<file path="src/rtl/cpib_pkg.sv">
// shared types, constants and a pointer helper for the cpu io port and interrupt bridge
package cpib_pkg;

  localparam int QUEUE_DEPTH = 256;
  localparam int PTR_W = $clog2(QUEUE_DEPTH);

  localparam logic [7:0] CMD_MAINLOOP = 8'hB9;
  localparam logic [7:0] CMD_TIMER = 8'h86;
  localparam logic [7:0] CMD_BUTTON = 8'h83;
  localparam logic [7:0] ROM_PORT = 8'h0A;
  localparam logic [7:0] IDLE_BUS = 8'hFF;
  localparam logic [7:0] VECTOR_RESET = 8'h04;

  localparam logic [1:0] MODE_TIMER = 2'd0;
  localparam logic [1:0] MODE_MAINLOOP = 2'd1;
  localparam logic [1:0] MODE_BUTTON = 2'd2;

  typedef struct packed {
    logic        host_valid;
    logic [7:0]  host_byte;
    logic        io_request;
    logic        read_strobe;
    logic        write_strobe;
    logic        fetch_cycle;
    logic [15:0] bus_address;
    logic [7:0]  bus_data;
  } in_item_t;

  typedef struct packed {
    logic       interrupt_asserted;
    logic       drive_bus;
    logic [7:0] drive_value;
    logic       hold_cpu;
    logic       write_valid;
    logic [7:0] write_port;
    logic [7:0] write_value;
    logic [1:0] clock_select;
  } out_item_t;

  typedef struct packed {
    logic       push_req;
    logic [7:0] push_data;
    logic       pop_req;
  } q_req_t;

  function automatic logic [PTR_W-1:0] ptr_inc(input logic [PTR_W-1:0] p);
    logic [PTR_W-1:0] r;
    if (p == PTR_W'(QUEUE_DEPTH - 1)) begin
      r = '0;
    end else begin
      r = p + 1'b1;
    end
    return r;
  endfunction

endpackage

</file>
<file path="src/rtl/cpib_queue.sv">
// byte fifo in a synchronous memory with push-to-pop forwarding
module cpib_queue (
  input  logic            clk,
  input  logic            rst_n,
  input  cpib_pkg::q_req_t req,
  output logic            pop_ok,
  output logic [7:0]      rd_data
);

  logic [7:0] mem [cpib_pkg::QUEUE_DEPTH];
  logic [cpib_pkg::PTR_W-1:0] head_r, head_nxt;
  logic [cpib_pkg::PTR_W-1:0] tail_r, tail_nxt;
  logic [7:0] rd_q_r;
  logic       fwd_r;
  logic [7:0] fwd_data_r;
  logic       empty, full, push_ok;

  assign empty = (head_r == tail_r);
  assign full = (cpib_pkg::ptr_inc(tail_r) == head_r);
  assign push_ok = req.push_req && !full;
  assign pop_ok = req.pop_req && (!empty || push_ok);

  always_comb begin
    tail_nxt = push_ok ? cpib_pkg::ptr_inc(tail_r) : tail_r;
    head_nxt = pop_ok ? cpib_pkg::ptr_inc(head_r) : head_r;
  end

  always_ff @(posedge clk) begin
    if (push_ok) begin
      mem[tail_r] <= req.push_data;
    end
    rd_q_r <= mem[head_r];
    fwd_data_r <= req.push_data;
  end

  always_ff @(posedge clk) begin
    if (!rst_n) begin
      head_r <= '0;
      tail_r <= '0;
      fwd_r <= 1'b0;
    end else begin
      head_r <= head_nxt;
      tail_r <= tail_nxt;
      fwd_r <= empty;
    end
  end

  assign rd_data = fwd_r ? fwd_data_r : rd_q_r;

endmodule

</file>
<file path="src/rtl/cpu_io_port_and_interrupt_bridge_unit.sv">
// top level of the cpu io port and interrupt bridge
// One sampling tick is taken per start transfer: the tick is accepted from idle, the
// exec state updates the fifo pointers and issues the memory reads, and in the out state
// the memory read data settles the result, which stands on out_item for that cycle with
// out_valid high. busy is high from the accepting edge until the result cycle ends. The
// receiver cannot stall. The receive and vector fifos each sit in a single-port-write,
// registered-read memory; a byte pushed and popped in the same tick is forwarded.
module cpu_io_port_and_interrupt_bridge_unit (
  input  logic                clk,
  input  logic                rst_n,
  input  logic                start,
  output logic                busy,
  input  cpib_pkg::in_item_t  in_item,
  output logic                out_valid,
  output cpib_pkg::out_item_t out_item,
  input  logic                cfg_valid,
  output logic                cfg_ready,
  input  logic [7:0]          cfg_data
);

  localparam logic [1:0] ST_IDLE = 2'd0;
  localparam logic [1:0] ST_EXEC = 2'd1;
  localparam logic [1:0] ST_OUT = 2'd2;

  logic [1:0] state_r, state_nxt;
  cpib_pkg::in_item_t item_r;
  logic [7:0] receive_vector_r;
  logic [7:0] pending_vector_r, pending_vector_nxt;
  logic       int_pending_r, int_pending_nxt;
  logic       served_r, served_nxt;
  logic       driven_r, driven_nxt;
  logic [7:0] held_r, held_nxt;
  logic [1:0] mode_r, mode_nxt;
  logic       rd_srv_r, rd_srv_nxt;
  logic       ack_srv_r, ack_srv_nxt;
  logic       wr_srv_r, wr_srv_nxt;
  logic       rx_pop_r, vec_pop_r;

  cpib_pkg::q_req_t rx_req, vec_req;
  logic       rx_pop_ok, vec_pop_ok;
  logic [7:0] rx_data, vec_data;
  logic       exec, open_cycle, push_data;
  logic [7:0] vec_val;

  cpib_queue u_rx_queue (
    .clk     (clk),
    .rst_n   (rst_n),
    .req     (rx_req),
    .pop_ok  (rx_pop_ok),
    .rd_data (rx_data)
  );

  cpib_queue u_vec_queue (
    .clk     (clk),
    .rst_n   (rst_n),
    .req     (vec_req),
    .pop_ok  (vec_pop_ok),
    .rd_data (vec_data)
  );

  assign busy = (state_r != ST_IDLE);
  assign cfg_ready = 1'b1;
  assign exec = (state_r == ST_EXEC);
  assign open_cycle = item_r.io_request && !served_r;
  assign push_data = exec && item_r.host_valid && !item_r.host_byte[7];

  always_comb begin
    rx_req.push_req = push_data;
    rx_req.push_data = item_r.host_byte;
    rx_req.pop_req = exec && open_cycle && item_r.read_strobe
                     && (item_r.bus_address[7:0] != cpib_pkg::ROM_PORT);
    vec_req.push_req = push_data;
    vec_req.push_data = receive_vector_r;
    vec_req.pop_req = exec && !int_pending_r;
  end

  always_comb begin
    state_nxt = state_r;
    mode_nxt = mode_r;
    int_pending_nxt = int_pending_r;
    served_nxt = served_r;
    driven_nxt = driven_r;
    rd_srv_nxt = rd_srv_r;
    ack_srv_nxt = ack_srv_r;
    wr_srv_nxt = wr_srv_r;
    case (state_r)
      ST_IDLE: begin
        if (start) begin
          state_nxt = ST_EXEC;
        end
      end
      ST_EXEC: begin
        state_nxt = ST_OUT;
        rd_srv_nxt = 1'b0;
        ack_srv_nxt = 1'b0;
        wr_srv_nxt = 1'b0;
        if (item_r.host_valid && item_r.host_byte[7]) begin
          case (item_r.host_byte)
            cpib_pkg::CMD_MAINLOOP: mode_nxt = cpib_pkg::MODE_MAINLOOP;
            cpib_pkg::CMD_TIMER:    mode_nxt = cpib_pkg::MODE_TIMER;
            cpib_pkg::CMD_BUTTON:   mode_nxt = cpib_pkg::MODE_BUTTON;
            default:                mode_nxt = mode_r;
          endcase
        end
        if (vec_pop_ok) begin
          int_pending_nxt = 1'b1;
        end
        if (item_r.io_request) begin
          if (!served_r) begin
            if (item_r.read_strobe) begin
              rd_srv_nxt = 1'b1;
              driven_nxt = 1'b1;
              served_nxt = 1'b1;
            end else if (item_r.write_strobe) begin
              wr_srv_nxt = 1'b1;
              served_nxt = 1'b1;
            end else if (item_r.fetch_cycle) begin
              ack_srv_nxt = 1'b1;
              driven_nxt = 1'b1;
              served_nxt = 1'b1;
              int_pending_nxt = 1'b0;
            end
          end
        end else begin
          driven_nxt = 1'b0;
          served_nxt = 1'b0;
        end
      end
      ST_OUT: begin
        state_nxt = ST_IDLE;
      end
      default: begin
        state_nxt = ST_IDLE;
      end
    endcase
  end

  // memory read data resolves the popped bytes in the result cycle
  always_comb begin
    vec_val = vec_pop_r ? vec_data : pending_vector_r;
    pending_vector_nxt = pending_vector_r;
    held_nxt = held_r;
    if (state_r == ST_OUT) begin
      pending_vector_nxt = vec_val;
      if (rd_srv_r) begin
        held_nxt = rx_pop_r ? rx_data : cpib_pkg::IDLE_BUS;
      end else if (ack_srv_r) begin
        held_nxt = vec_val;
      end
    end
  end

  always_ff @(posedge clk) begin
    if (start && !busy) begin
      item_r <= in_item;
    end
  end

  always_ff @(posedge clk) begin
    if (!rst_n) begin
      state_r <= ST_IDLE;
      receive_vector_r <= cpib_pkg::VECTOR_RESET;
      pending_vector_r <= '0;
      int_pending_r <= 1'b0;
      served_r <= 1'b0;
      driven_r <= 1'b0;
      held_r <= cpib_pkg::IDLE_BUS;
      mode_r <= cpib_pkg::MODE_MAINLOOP;
      rd_srv_r <= 1'b0;
      ack_srv_r <= 1'b0;
      wr_srv_r <= 1'b0;
      rx_pop_r <= 1'b0;
      vec_pop_r <= 1'b0;
    end else begin
      state_r <= state_nxt;
      if (cfg_valid && cfg_ready) begin
        receive_vector_r <= cfg_data;
      end
      pending_vector_r <= pending_vector_nxt;
      int_pending_r <= int_pending_nxt;
      served_r <= served_nxt;
      driven_r <= driven_nxt;
      held_r <= held_nxt;
      mode_r <= mode_nxt;
      rd_srv_r <= rd_srv_nxt;
      ack_srv_r <= ack_srv_nxt;
      wr_srv_r <= wr_srv_nxt;
      if (exec) begin
        rx_pop_r <= rx_pop_ok;
        vec_pop_r <= vec_pop_ok;
      end
    end
  end

  assign out_valid = (state_r == ST_OUT);

  always_comb begin
    out_item.interrupt_asserted = int_pending_r;
    out_item.drive_bus = driven_r;
    out_item.drive_value = driven_r ? held_nxt : 8'h00;
    out_item.hold_cpu = item_r.io_request;
    out_item.write_valid = wr_srv_r;
    out_item.write_port = wr_srv_r ? item_r.bus_address[7:0] : 8'h00;
    out_item.write_value = wr_srv_r ? item_r.bus_data : 8'h00;
    out_item.clock_select = mode_r;
  end

endmodule

</file>
<file path="config.mk">
export PLATFORM = sky130hd
export DESIGN_NAME = cpu_io_port_and_interrupt_bridge_unit
export DESIGN_NICKNAME = d
export VERILOG_FILES = /design/src/rtl/cpib_pkg.sv /design/src/rtl/cpib_queue.sv /design/src/rtl/cpu_io_port_and_interrupt_bridge_unit.sv
export SDC_FILE = /design/constraint.sdc
export NUM_CORES = 2
export LEC_CHECK = 0
export BUFFER_PORTS_ARGS = -buffer_cell sky130_fd_sc_hd__buf_2
export CAP_MARGIN = 40
export CORE_MARGIN = 10
export CORE_UTILIZATION = 42
export CTS_CLUSTER_SIZE = 30
export DETAILED_ROUTE_END_ITERATION = 10
export GPL_ROUTABILITY_DRIVEN = 0
export SYNTH_ARGS = -nofsm -noshare
export SYNTH_HDL_FRONTEND = slang
export SYNTH_SLANG_ARGS = --single-unit
</file>
<file path="constraint.sdc">
create_clock -name clk -period 15.1 [get_ports clk]
set_input_delay 1.51 -clock clk [delete_from_list [all_inputs] [get_ports clk]]
set_output_delay 1.51 -clock clk [all_outputs]
set_load 0.03 [all_outputs]
</file>
==> key figures <==
Synthesis
  – Mux cell area share after synthesis: 0.176
  – Top post-synthesis cells by area: edfxtp_1, mux4_2, dfxtp_1, nor2_1, mux2i_1
  – Cells after Synth: about 7400
  – Post-Synth XOR/XNOR Area: 0.00203
  – Main combinational cell family by area after synthesis: multiplexers
  – Sequential fraction of the synthesis area: 0.766
  – Yosys warns: 0
  – Synthesized flop and latch total: approximately 4200
  – Post-Synth Adder-Cell Area: 0.000761
  – Top cell type's share of synthesized area: 0.754
  – Synth Cell Area: roughly 0.16 mm²
  – Average size of a mapped cell: around 22 µm²
  – Synth Flop Type: edfxtp_1
  – Synthesized net count: 7413
  – Unique masters post-synth: 81
  – Area leader, netlist: edfxtp_1
  – EDFF count, synth: 4125
  – Post-synthesis simple-gate area fraction: 0.0276
  – Ys async rst share: 0
  – Synth Area in Compound Gates: 0.0130

Final layout
  – FF/Latch Area: approximately 0.13 mm²
  – Most frequent cells in the layout: edfxtp_1, mux4_2, nor2_1
  – Multi-input logic area: 0.0364 mm²
  – Final nets: 7701
  – Regs by FF count: u_rx_queue.mem: 2048 flops, u_vec_queue.mem: 2048 flops, item_r: 28 flops
  – Syn-to-layout area delta: 13.1%
  – Share of cells above drive strength 1: 0.289
  – Fin util: 0.477
  – Post-layout instance area: roughly 0.19 mm²
  – Commonest non-fill, non-tap cell in the layout: edfxtp_1
  – Fill count: 31200

Worst setup path
  – Critical path's largest stage delay: 0.84 ns
  – CP Launch Type: flip-flop
  – WP data required: 15.93 ns
  – CP cell instances: buf_12 -> buf_4 -> buf_12 -> mux4_2 -> mux4_2 -> a22oi_1 -> a221oi_1 -> a221o_1
  – Worst EP arrival: 6.45 ns
  – Critical setup path kind: reg -> reg
  – CP Capture Type: flip-flop
  – CP max-delay cell: dfxtp_4
  – CP bufs+invs: 3
  – Critical path fanouts, max: 93
  – Largest delay share family, worst path: buffers and inverters

STA
  – Count of final hold-check violations: 0
  – Final period util: 0.372
  – RSZ-0062 raised after global routing: no
  – Fmax: 178 MHz
  – Worst Tran Pin Value: roughly 1.3 ns
  – Fin Setup TNS: 0 ns
  – Final Critical Period: between 5 and 6 ns
  – Worst-case clock skew: about 0.055 ns
  – Max Slew Vio Count: 0
  – Endpoints failing setup: 0
  – Slew HR: 0.140

Place
  – Detailed placement HPWL: 237000 µm
  – Post-DP Area: ~0.17 mm²
  – Port Buffers: 72

Pwr
  – Cell Int Power: about 0.019 W
  – Pwr dens: 128 mW/mm²
  – Net Switching: 0.00477 W
  – Clock power share: 0.438
  – Leakage: roughly 55 nW
  – Flop pwr share: 0.545
  – Max IR drop VDD: 0.102 mV
  – Combinational power share: 0.016
  – Sw frac: 0.201

Global route
  – GRT Util Overall: 0.187
  – Vias in the first global route: 78600
  – Total congestion overflow: 0
  – Initial antenna violation count: 19
  – First-pass GRT wire length: 574000 µm
  – Pin count of the biggest net entering global routing: 209

Run status
  – Status: finished, final reports clean

Floorplan
  – Die Area: 0.417 mm²
  – Die Width: between 600 and 700 µm
  – Core area: between 0.3 and 0.4 mm²
  – Initial Util: 0.422
  – Row cnt: 229
  – # IOs: 82
  – Die height: 645 µm

Clock tree
  – Hold_buf cts: 0
  – CTS sink cnt: between 4000 and 5000
  – CTS tree: yes
  – Worst-path clk slew: roughly 0.060 ns
  – Post CTS Setup Buffer Count: 0
  – Post-CTS resize count: 0
  – Worst skew pair latency: between 0.9 and 1 ns
  – CTS max path bufs: 4
  – # H-tree levels: 5
  – CTS Buf Count: between 400 and 500
  – Root Driver: clkbuf_16

Routing
  – Vias per std cell: 5.84
  – Drt total wl: 398000 µm
  – Detailed Routing Iterations Pass 1: 8
  – DR vias: 77200
  – Remaining DRCs: 0
  – Final ANT Viol Nets: 0
  – First DRT Iteration DRCs: 8828
  – WL/cell: 30.1 µm

Run
  – Max Cap Viol: 0

Min path
  – Hold Crit Class: reg -> reg
==> per-stage QoR <==
stage               hold WS [ns]  setup WS (ns)  cells  power [W]
finish                     0.462           9.48  13200     0.0237
global route               0.487           9.02  13200     0.0244
CTS                        0.463           9.40  13200     0.0239
detailed placement         0.453           9.41  12400     0.0136
global placement           0.464           9.43  12300     0.0135
floorplan                  0.436          10.15   7354     0.0134
==> final timing paths <==
| path | to | depth (start not counted) | slack (ns) | from |
|---|---|---|---|---|
| max | u_vec_queue.rd_q_r[5] | 8 | 9.48 | u_vec_queue.head_r[0] |
| min | pending_vector_r[2] | 2 | 0.46 | pending_vector_r[2] |
| max reg2reg | u_vec_queue.rd_q_r[5] | 8 | 9.48 | u_vec_queue.head_r[0] |
| min reg2reg | pending_vector_r[2] | 2 | 0.46 | pending_vector_r[2] |
==> cells by family (layout without fill, tap and decap cells) <==
group | Yosys count | in the layout
AND/OR/NAND/NOR | 958 | 958
other | 1 | 18
adder cells (fa/ha/maj) | 10 | 10
multiplexers | 1334 | 1334
XOR/XNOR | 38 | 38
AO/OA/AOI/OAI | 300 | 300
buffers and inverters | 486 | 1134
flip-flops | 4227 | 4227
==> layout make-up <==
| cell class | count | share of cell area |
|---|---|---|
| flip-flops and latches | 4227 | 0.678 |
| multi-input cells | 2641 | 0.196 |
| clock buffers | 522 | 0.0597 |
| well taps | 5197 | 0.0350 |
| repair buffers | 336 | 0.0165 |
| clock inverters | 260 | 0.0143 |
| inverters | 16 | 0.000323 |
| diodes | 17 | 0.000229 |
==> synth_stat cells, drive strengths merged, types with 17 or more instances <==
cell type and n:
mux2i 83, nor3 23, mux4 1243, nor4 59, nand3 39, a22oi 69, dfxtp 102, clkbuf 198
and2 28, o221ai 17, nand2 174, nor2 442, edfxtp 4125, buf 272, a21oi 65, xnor2 25
o21ai 31, nor2b 116
==> per-layer routing <==
metal	global-route usage	part of all wire
met1	0.265	0.41
met2	0.298	0.48
met4	0.0547	0.031
met3	0.0342	0.076
met5	0	0.000080
==> power groups by stage <==
stage	sequential [W]	combinational [W]	clock (W)
finish	0.0129	0.000383	0.0104
global route	0.0129	0.000410	0.0110
CTS	0.0129	0.000388	0.0106
detailed placement	0.0132	0.000389	0
global placement	0.0132	0.000343	0
floorplan	0.0133	0.000113	0
==> worst min-delay path: stages, from the launching register on <==
cell and delay (ns):
dfxtp_1 0.31, nand2_1 0.05, a21oi_1 0.06
(Power assumes the default switching activity.)
